[config.mk]
export PLATFORM = sky130hd
export DESIGN_NAME = comf_cell
export DESIGN_NICKNAME = d
export VERILOG_FILES = /design/src/design/comf_pkg.sv /design/src/design/comf_cell.sv
export SDC_FILE = /design/constraint.sdc
export NUM_CORES = 1
export LEC_CHECK = 0
export ABC_AREA = 1
export BUFFER_PORTS_ARGS = -buffer_cell sky130_fd_sc_hd__clkbuf_2
export CELL_PAD_IN_SITES_DETAIL_PLACEMENT = 2
export CELL_PAD_IN_SITES_GLOBAL_PLACEMENT = 2
export CORE_ASPECT_RATIO = 0.9
export CORE_MARGIN = 5
export CORE_UTILIZATION = 26
export CTS_CLUSTER_SIZE = 20
export DETAILED_ROUTE_END_ITERATION = 10
export GPL_ROUTABILITY_DRIVEN = 0
export GPL_TIMING_DRIVEN = 0
export PLACE_DENSITY_LB_ADDON = 0.1
export SYNTH_ARGS = -nofsm -noshare
export SYNTH_HDL_FRONTEND = slang
export SYNTH_SLANG_ARGS = --single-unit
[constraint.sdc]
create_clock -name clk -period 5.8 [get_ports clk]
set_clock_uncertainty 0.05 [all_clocks]
set_input_delay 0.58 -clock clk [delete_from_list [all_inputs] [get_ports clk]]
set_output_delay 0.58 -clock clk [all_outputs]
set_load 0.005 [all_outputs]
[src/design/comf_pkg.sv]
`timescale 1ns / 1ps
package comf_pkg;

  localparam logic [1:0] ACT_GATED  = 2'd0;
  localparam logic [1:0] ACT_UPDATE = 2'd1;
  localparam logic [1:0] ACT_CLEAR  = 2'd2;

  localparam logic [1:0] REG_RTT_LIMIT = 2'd0;
  localparam logic [1:0] REG_MIN_SAMP  = 2'd1;
  localparam logic [1:0] REG_EMA_NUM   = 2'd2;
  localparam logic [1:0] REG_EMA_DEN   = 2'd3;

  localparam logic [31:0] RTT_LIMIT_RST = 32'd20000;
  localparam logic [3:0]  MIN_SAMP_RST  = 4'd5;
  localparam logic [7:0]  EMA_NUM_RST   = 8'd1;
  localparam logic [7:0]  EMA_DEN_RST   = 8'd10;

  localparam int DIG_W     = 8;
  localparam int DIV_W     = 80;
  localparam int DIV_STEPS = DIV_W / DIG_W;

  typedef struct packed {
    logic               vld;
    logic               lt;
    logic signed [63:0] val;
  } comf_link_t;

  typedef struct packed {
    logic clr;
    logic load;
    logic shift;
  } comf_ctl_t;

endpackage

[src/design/comf_cell.sv]
`timescale 1ns / 1ps
module comf_cell
  import comf_pkg::*;
(
  input  logic               clk,
  input  logic               rst,
  input  comf_ctl_t          ctl,
  input  logic signed [63:0] x,
  input  comf_link_t         lower,
  input  comf_link_t         upper,
  output comf_link_t         link
);

  logic               vld;
  logic signed [63:0] val;
  logic               lt;

  assign lt = !vld || (x < val);

  assign link.vld = vld;
  assign link.val = val;
  assign link.lt  = lt;

  always_ff @(posedge clk) begin
    if (rst || ctl.clr) begin
      vld <= 1'b0;
    end else if (ctl.load) begin
      if (lower.lt) begin
        vld <= lower.vld;
        val <= lower.val;
      end else if (lt) begin
        vld <= 1'b1;
        val <= x;
      end
    end else if (ctl.shift) begin
      vld <= upper.vld;
      val <= upper.val;
    end
  end

endmodule

==> results.json <==
{
  "status": "complete, no violations",
  "grt_first_pass_wirelength_um": 32500,
  "cts_tree": "done",
  "routed_wirelength_um": 21000,
  "pin_count": 267,
  "max_stage_delay_ns": 0.34,
  "cts_resized": 0,
  "netlist_area_sq_um": 4950,
  "portBuffers": 265,
  "async_reset_ff_share_pct": 0,
  "synth_edf_count": 64,
  "grt_max_degree": 42,
  "slowest_stage": "edfxtp_1",
  "multi_input_area_sq_um": 2590,
  "ys_types": 28,
  "clk_path_buf_depth": 2,
  "clk_pin_slew_ns": 0.06,
  "vias_per_cell": 4.77,
  "dp_hpwl_um": 17400,
  "clk_latency_ns": 0.34,
  "cap_violations": 0,
  "swShare_pct": 29.5,
  "grtUsageTotal_pct": 18.8,
  "drtIter0Drc": 191,
  "root_buffer": "clkbuf_16",
  "power.share.sequential_pct": 40.7,
  "drive_gt1_share_pct": 31.9,
  "switchingPower_w": 0.000405,
  "min_period_ns": 3.04,
  "mostFrequentLayoutCells": "clkbuf_2, nand2_1, nand3_1",
  "end_kind": "output pin",
  "areaGrowthSynthToFinish_pct": 38.8,
  "cts_setup_buffers": 0,
  "layout_commonest_cell": "clkbuf_2",
  "core_area_sq_um": 18600,
  "routedWlPerCell_um": 18.0,
  "tns_ns": 0,
  "synth.avg_cell_area_sq_um": 7.78,
  "grt_overflow": 0,
  "synth_seq_cells": 65,
  "ant_nets": 0,
  "setup-violations-final": 0,
  "vias": 5547,
  "ys_seq_area_share_pct": 39.2,
  "crit_fanout": 4,
  "startpoint_type": "flip-flop",
  "ff_latch_area_sq_um": 1940,
  "max_freq_ghz": 0.329,
  "intPower_w": 0.000968,
  "cpMostUsedCell": "nand2_1",
  "power_w": 0.00137,
  "floorplan.initialDensity_pct": 26.6,
  "p_per_area_nw_per_um2": 200,
  "fp.dieW_um": 155,
  "n_fill_cell": 2305,
  "die_area_sq_um": 21900,
  "crit_buf_inv": 4,
  "antenna_found_initial": 1,
  "syn_inst": 636,
  "critPathKind": "flip-flop to output pin",
  "cp_cell_sequence": "inv_1, ha_1, nand2_1, nor2_2, nand4_1, inv_2, nand2_2, nor2_4, nand3_1, nand2_1, nor2_1, nand2_2, xor2_1, nand2_1, buf_4, clkbuf_2",
  "nets": 1177,
  "required_ns": 5.17,
  "pwr-share-clk_pct": 36.6,
  "dp_slack_ns": 2.49,
  "finalHoldViolations": 0,
  "synth_nets": 900,
  "final_max_slew_viol_count": 0,
  "yosysWarnings": 0,
  "cts-buffers-inserted": 9,
  "grt_pass1_vias": 6290,
  "fp-row-count": 47,
  "grt_setup_unrepaired": "false",
  "power_frac_comb_pct": 22.7,
  "worst_slew_pin_slew_ns": 0.691,
  "period_share_pct": 52.3,
  "dr.pass1.iters": 4,
  "slew_headroom_pct": 53.9,
  "worstHoldPathType": "input port to flip-flop",
  "critical-path-top-delay-family": "simple AND/OR/NAND/NOR gates",
  "cts.sink_count": 65,
  "cts_max_level": 3,
  "synth_flop_cell": "edfxtp_1",
  "cts_hold_buf": 0,
  "irDropWorstVdd_mv": 0.108,
  "leakage_nw": 3.63,
  "cp.arrival_ns": 2.41,
  "fp.dieH_um": 141,
  "diodes": 0,
  "fin_ws_ns": 2.76,
  "drc": 0
}
## metal layers
metal	GRT usage, %	vias to the layer above	routed length, um
met5	0	-	13
met4	5.16	2	332
met3	4.90	23	1350
met2	34.3	181	10900
met1	21.8	2647	8410
li1	-	2694	-
## area by class of cell
class | instances | share of cell area (%)
timing repair buffer | 266 | 19.7
multi-input combinational | 461 | 37.7
clock inverter | 4 | 0.291
sequential | 65 | 28.3
inverter | 80 | 4.37
tap | 245 | 4.46
buffer | 30 | 1.77
clock buffer | 12 | 3.44
## power by group through the flow
stage / clock, W / sequential, W / combinational [W]
floorplan: 0 / 0.000569 / 0.000149
global placement: 0 / 0.000570 / 0.000300
detailed placement: 0 / 0.000569 / 0.000317
CTS: 0.000524 / 0.000559 / 0.000321
global route: 0.000540 / 0.000561 / 0.000355
finish: 0.000503 / 0.000559 / 0.000312
## synthesized netlist by cell type (2+ instances only)
library cell	count	area, sq um
nand2_1	187	702
nand3_1	134	671
inv_1	79	297
edfxtp_1	64	1920
ha_1	63	788
a21oi_1	30	150
clkbuf_1	18	67.6
nor2_1	16	60.1
buf_1	9	33.8
o21ai_0	7	35.0
nand2_2	4	25.0
nand4_1	4	25.0
buf_4	2	15.0
nor2_2	2	12.5
nor3_1	2	10.0
o211ai_1	2	15.0
o21ai_1	2	10.0
## stage by stage
step	cells	hold WS [ns]	area, sq um	util (%)
floorplan	636	0.531	4950	-
global placement	1146	0.583	6580	35.4
detailed placement	1147	0.637	6610	35.6
CTS	1163	0.463	6870	37.0
global route	1163	0.478	6870	37.0
finish	1163	0.478	6870	37.0
## worst paths after layout
kind	slack, ns	endpoint	start	cells after the start
setup / recovery	2.76	link[64]	val[63]	16
hold / removal	0.48	val[61]	upper[61]	3
setup reg to reg	2.89	val[47]	val[63]	16
hold reg to reg	0.64	vld	vld	4
## worst register-to-register path, delay by kind of cell (launching register included)
kind / cells / cell delay [ns]
simple gates: 12 / 1.42
fa+ha+maj: 1 / 0.33
flops: 1 / 0.34
buf+inv: 3 / 0.45
## state kept, by name, summed over array words and instances, names as in the netlist
register,flops
vld,1
val,64
## cells by family (layout without fill, tap and decap cells)
logic type | Yosys count | count (layout) | synth area share [%]
flip-flops | 65 | 65 | 39.2
adder cells (fa/ha/maj) | 63 | 63 | 15.9
AO/OA/AOI/OAI | 43 | 43 | 4.53
XOR/XNOR | 1 | 1 | 0.177
AND/OR/NAND/NOR | 354 | 354 | 31.6
buffers and inverters | 110 | 392 | 8.52
(Power assumes the default switching activity.)
