[config.mk]
export PLATFORM = sky130hd
export DESIGN_NAME = comf_div
export DESIGN_NICKNAME = d
export VERILOG_FILES = /design/src/design/comf_pkg.sv /design/src/design/comf_div.sv
export SDC_FILE = /design/constraint.sdc
export NUM_CORES = 1
export LEC_CHECK = 0
export BUFFER_PORTS_ARGS = -buffer_cell sky130_fd_sc_hd__buf_2
export CAP_MARGIN = 25
export CORE_MARGIN = 10
export CORE_UTILIZATION = 45
export DETAILED_ROUTE_END_ITERATION = 10
export GPL_TIMING_DRIVEN = 0
export PLACE_DENSITY = 0.76
export SYNTH_ARGS = -nofsm -noshare
export SYNTH_HDL_FRONTEND = slang
export SYNTH_SLANG_ARGS = --single-unit
[constraint.sdc]
create_clock -name clk -period 49.7 [get_ports clk]
set_clock_uncertainty 0.2 [all_clocks]
set_input_delay 14.91 -clock clk [delete_from_list [all_inputs] [get_ports clk]]
set_output_delay 14.91 -clock clk [all_outputs]
set_load 0.01 [all_outputs]
[src/design/comf_pkg.sv]
`timescale 1ns / 1ps
package comf_pkg;

  localparam logic [1:0] ACT_GATED  = 2'd0;
  localparam logic [1:0] ACT_UPDATE = 2'd1;
  localparam logic [1:0] ACT_CLEAR  = 2'd2;

  localparam logic [1:0] REG_RTT_LIMIT = 2'd0;
  localparam logic [1:0] REG_MIN_SAMP  = 2'd1;
  localparam logic [1:0] REG_EMA_NUM   = 2'd2;
  localparam logic [1:0] REG_EMA_DEN   = 2'd3;

  localparam logic [31:0] RTT_LIMIT_RST = 32'd20000;
  localparam logic [3:0]  MIN_SAMP_RST  = 4'd5;
  localparam logic [7:0]  EMA_NUM_RST   = 8'd1;
  localparam logic [7:0]  EMA_DEN_RST   = 8'd10;

  localparam int DIG_W     = 8;
  localparam int DIV_W     = 80;
  localparam int DIV_STEPS = DIV_W / DIG_W;

  typedef struct packed {
    logic               vld;
    logic               lt;
    logic signed [63:0] val;
  } comf_link_t;

  typedef struct packed {
    logic clr;
    logic load;
    logic shift;
  } comf_ctl_t;

endpackage

[src/design/comf_div.sv]
`timescale 1ns / 1ps
module comf_div
  import comf_pkg::*;
(
  input  logic             clk,
  input  logic             rst,
  input  logic             start,
  input  logic [DIV_W-1:0] dividend,
  input  logic [7:0]       divisor,
  output logic             done,
  output logic [DIV_W-1:0] quotient
);

  logic             busy;
  logic [3:0]       step;
  logic [DIV_W-1:0] acc;
  logic [7:0]       rem;
  logic [7:0]       rem_next;
  logic [DIG_W-1:0] qdig;

  always_comb begin
    logic [8:0] t;
    rem_next = rem;
    qdig     = '0;
    for (int i = 0; i < DIG_W; i++) begin
      t = {rem_next, acc[DIV_W-1-i]};
      if (t >= {1'b0, divisor}) begin
        rem_next          = 8'(t - {1'b0, divisor});
        qdig[DIG_W-1-i]   = 1'b1;
      end else begin
        rem_next = t[7:0];
      end
    end
  end

  assign quotient = acc;

  always_ff @(posedge clk) begin
    if (rst) begin
      busy <= 1'b0;
      done <= 1'b0;
      step <= '0;
    end else begin
      done <= 1'b0;
      if (start) begin
        acc  <= dividend;
        rem  <= '0;
        busy <= 1'b1;
        step <= '0;
      end else if (busy) begin
        acc  <= {acc[DIV_W-DIG_W-1:0], qdig};
        rem  <= rem_next;
        step <= step + 4'd1;
        if (step == 4'(DIV_STEPS - 1)) begin
          busy <= 1'b0;
          done <= 1'b1;
        end
      end
    end
  end

endmodule

==> flow_results.xml <==
<?xml version="1.0" encoding="UTF-8"?>
<metrics>
  <group name="run_status">
    <metric name="run_status" unit="">completed</metric>
  </group>
  <group name="cts">
    <metric name="post-cts-setup-buffers" unit="">0</metric>
    <metric name="cts.sink_count" unit="">94</metric>
    <metric name="postCtsHoldBufs" unit="">0</metric>
    <metric name="post_cts_resized" unit="">0</metric>
    <metric name="ctsRootBufferMaster" unit="">sky130_fd_sc_hd__clkbuf_16</metric>
    <metric name="max-clock-path-buffers" unit="">2</metric>
    <metric name="tritoncts" unit="">yes</metric>
    <metric name="cts.clk_slew.worst_paths" unit="ns">0.07</metric>
    <metric name="cts_buffers" unit="">9</metric>
    <metric name="htreeDepth" unit="">3</metric>
    <metric name="clk_latency" unit="ns">0.34</metric>
  </group>
  <group name="finish">
    <metric name="post-route-util" unit="%">54.6</metric>
    <metric name="layout-area-overhead-vs-synth" unit="%">20.0</metric>
    <metric name="drive_gt1_share" unit="%">36.2</metric>
    <metric name="final_net_count" unit="">1032</metric>
    <metric name="multi_input_comb_area" unit="um2">4470</metric>
    <metric name="final_cells" unit="">1093</metric>
    <metric name="sequential_cell_area" unit="um2">2760</metric>
    <metric name="fill_cells" unit="">1483</metric>
  </group>
  <group name="global_routing">
    <metric name="first_global_vias" unit="">6273</metric>
    <metric name="grt_util_all_layers" unit="%">18.7</metric>
    <metric name="grt.overflow.total" unit="">0</metric>
    <metric name="grt_antenna_before_repair" unit="">1</metric>
    <metric name="grt_pass1_wl" unit="um">33200</metric>
    <metric name="grt_start_max_net_pins" unit="">35</metric>
  </group>
  <group name="floorplanning">
    <metric name="chipWidth" unit="um">149</metric>
    <metric name="die_height" unit="um">149</metric>
    <metric name="core.rowCount" unit="">47</metric>
    <metric name="coreArea" unit="um2">16500</metric>
    <metric name="die-area" unit="um2">22200</metric>
    <metric name="io_pins" unit="">172</metric>
    <metric name="initial_core_util" unit="%">45.5</metric>
  </group>
  <group name="logic_synthesis">
    <metric name="mappedNetlistNets" unit="">848</metric>
    <metric name="synthDominantCellAreaShare" unit="%">35.3</metric>
    <metric name="netlist.top_cell.by_area" unit="">sky130_fd_sc_hd__edfxtp_1</metric>
    <metric name="netlist_instances" unit="">683</metric>
    <metric name="post-synth-top-count-cell" unit="">sky130_fd_sc_hd__mux2_2</metric>
    <metric name="synth_seq_cells" unit="">94</metric>
    <metric name="synth.yosys.seq_area_share" unit="%">36.9</metric>
    <metric name="netlist_top_cells_area" unit="">sky130_fd_sc_hd__edfxtp_1 35%, sky130_fd_sc_hd__mux2_2 14%, sky130_fd_sc_hd__ha_1 11%</metric>
    <metric name="synth_cell_type_count" unit="">76</metric>
    <metric name="ys_top_cells_by_count" unit="">94 x sky130_fd_sc_hd__mux2_2, 88 x sky130_fd_sc_hd__edfxtp_1, 66 x sky130_fd_sc_hd__ha_1, 50 x sky130_fd_sc_hd__inv_1, 44 x sky130_fd_sc_hd__nor2_1</metric>
    <metric name="postSynth.asyncResetShare" unit="%">0</metric>
    <metric name="synth_ff_type" unit="">sky130_fd_sc_hd__edfxtp_1</metric>
    <metric name="synth-edff-count" unit="">88</metric>
    <metric name="mappedNetlistArea" unit="um2">7490</metric>
    <metric name="syn_area_per_cell" unit="um2">11.0</metric>
    <metric name="yosysWarningCount" unit="">0</metric>
  </group>
  <group name="detailed_routing">
    <metric name="post_drt_via_cell_ratio" unit="">5.54</metric>
    <metric name="number_of_detailed_route_iterations_in_the_first_pass" unit="">5</metric>
    <metric name="detail-route-antenna-nets" unit="">0</metric>
    <metric name="dr.first_iter.drc_count" unit="">373</metric>
    <metric name="totalWireLength" unit="um">21100</metric>
    <metric name="vias" unit="">6059</metric>
    <metric name="wire_per_inst" unit="um">19.3</metric>
    <metric name="drc" unit="">0</metric>
  </group>
  <group name="place">
    <metric name="port_buffers" unit="">170</metric>
    <metric name="routabilityCongestion" unit="">0.881</metric>
    <metric name="detailed_place_hpwl" unit="um">17100</metric>
    <metric name="dp_cells" unit="">1076</metric>
  </group>
  <group name="setup_path">
    <metric name="cp_data_required_time" unit="ns">49.58</metric>
    <metric name="path_class" unit="">in2reg</metric>
    <metric name="delay_contributed_by_the_slowest_stage_of_the_critical_path" unit="ns">0.61</metric>
    <metric name="setup.worst_path.start_class" unit="">input pin</metric>
    <metric name="crit_path_max_fanout" unit="">10</metric>
    <metric name="critical_path.endpoint_type" unit="">register</metric>
    <metric name="cp_num_buf_inv" unit="">11</metric>
    <metric name="timing.critical_path.max_delay_family" unit="">compound AO/OA/AOI/OAI gates</metric>
    <metric name="cpMaxStageDelayCell" unit="">sky130_fd_sc_hd__o21ai_0</metric>
    <metric name="cp_data_arrival_time" unit="ns">35.26</metric>
    <metric name="cp_common_cell" unit="">sky130_fd_sc_hd__o21ai_0</metric>
  </group>
  <group name="sta">
    <metric name="max_slew_violation_count" unit="">0</metric>
    <metric name="max_clock_freq" unit="GHz">0.0283</metric>
    <metric name="timing.final.crit_share" unit="%">71.2</metric>
    <metric name="sum_of_negative_setup_slack" unit="ns">0</metric>
    <metric name="worst_slew_margin_rel" unit="%">53.2</metric>
    <metric name="rsz_0062_raised_after_global_routing" unit="">false</metric>
    <metric name="setup_viol" unit="">0</metric>
    <metric name="timing.final.hold_violations" unit="">0</metric>
    <metric name="worst-slew-pin-transition" unit="ns">0.695</metric>
    <metric name="finalCriticalPeriod" unit="ns">35.39</metric>
  </group>
  <group name="min_path">
    <metric name="hold_class" unit="">reg2reg</metric>
  </group>
  <group name="run">
    <metric name="timing.max_cap.violations" unit="">0</metric>
  </group>
</metrics>
[logic make-up (layout without fill, tap and decap cells)]
logic type	after synthesis	in the layout	synth area share [%]
buffers and inverters	67	256	3.57
muxes	117	117	17.6
xor gates and xnor gates	37	37	4.33
adders and majority gates	74	74	13.2
and+or+nand+nor	160	160	11.1
DFF	94	94	36.9
AOI/OAI and AO/OA	134	134	13.3
other	0	1	0
[worst reg2reg max path, delay by kind of cell, from the launching register on]
family,cells,cell delay [ns]
mux,5,1.79
compound gates,50,11.59
flops,1,0.40
buf+inv,9,1.63
simple gates,15,2.52
fa+ha+maj,8,2.37
[layout make-up]
type | instances | area share [%]
inverters | 51 | 2.13
diodes | 1 | 0.0278
plain buffers | 16 | 0.849
clock inverters | 7 | 0.710
multi-input cells | 522 | 49.7
repair buffers | 173 | 10.3
flip-flops and latches | 94 | 30.7
well taps | 220 | 3.06
clock buffers | 9 | 2.50
[final timing paths]
path,from,end,slack (ns),depth (start not counted)
setup / recovery,divisor[3],rem[5],14.31,89
hold / removal,step[1],step[1],0.32,2
setup reg to reg,rem[2],rem[5],29.00,87
hold reg to reg,step[1],step[1],0.32,2
[per-stage QoR]
stage | hold slack [ns] | instance area, um2 | setup WS [ns]
2_1_floorplan | 0.284 | 7490 | 18.04
3_3_place_gp | 0.303 | 8620 | 14.68
3_5_place_dp | 0.315 | 8700 | 14.41
4_1_cts | 0.324 | 8990 | 14.64
5_1_grt | 0.378 | 8990 | 12.82
6_report | 0.320 | 8990 | 14.31
[state kept, by name, indices dropped and copies added (netlist names)]
register  flops
busy          1
done          1
quotient     80
rem           8
step          4
[layout by cell type (no fill, tap or decap), drive strengths merged, types with 3 or more instances in the layout]
cell,n
buf,178
mux2,96
edfxtp,88
ha,66
inv,55
nor2,44
o21ai,34
a21oi,27
nand2,27
mux2i,21
clkbuf,20
xnor2,19
nor2b,19
xor2,18
nand2b,13
nand3,12
a21o,11
nor3,9
a21boi,9
fa,8
a211oi,8
o21a,7
nand4,7
dfxtp,6
and3,6
a31oi,5
o221ai,5
or3,4
or2,4
and2,4
o21bai,3
nor3b,3
[layer usage]
layer	part of all wire, %	wire (um)	GRT usage [%]	vias up
li1	-	-	-	2926
met1	41	8570	21.9	2899
met2	49	10300	31.7	207
met3	8.8	1850	6.58	25
met4	1.5	318	5.05	2
met5	0.081	17	0	-
Power is left out: the tool's default activity adds up to more than one toggle a clock period on the data nets, which glitch-free logic cannot reach.
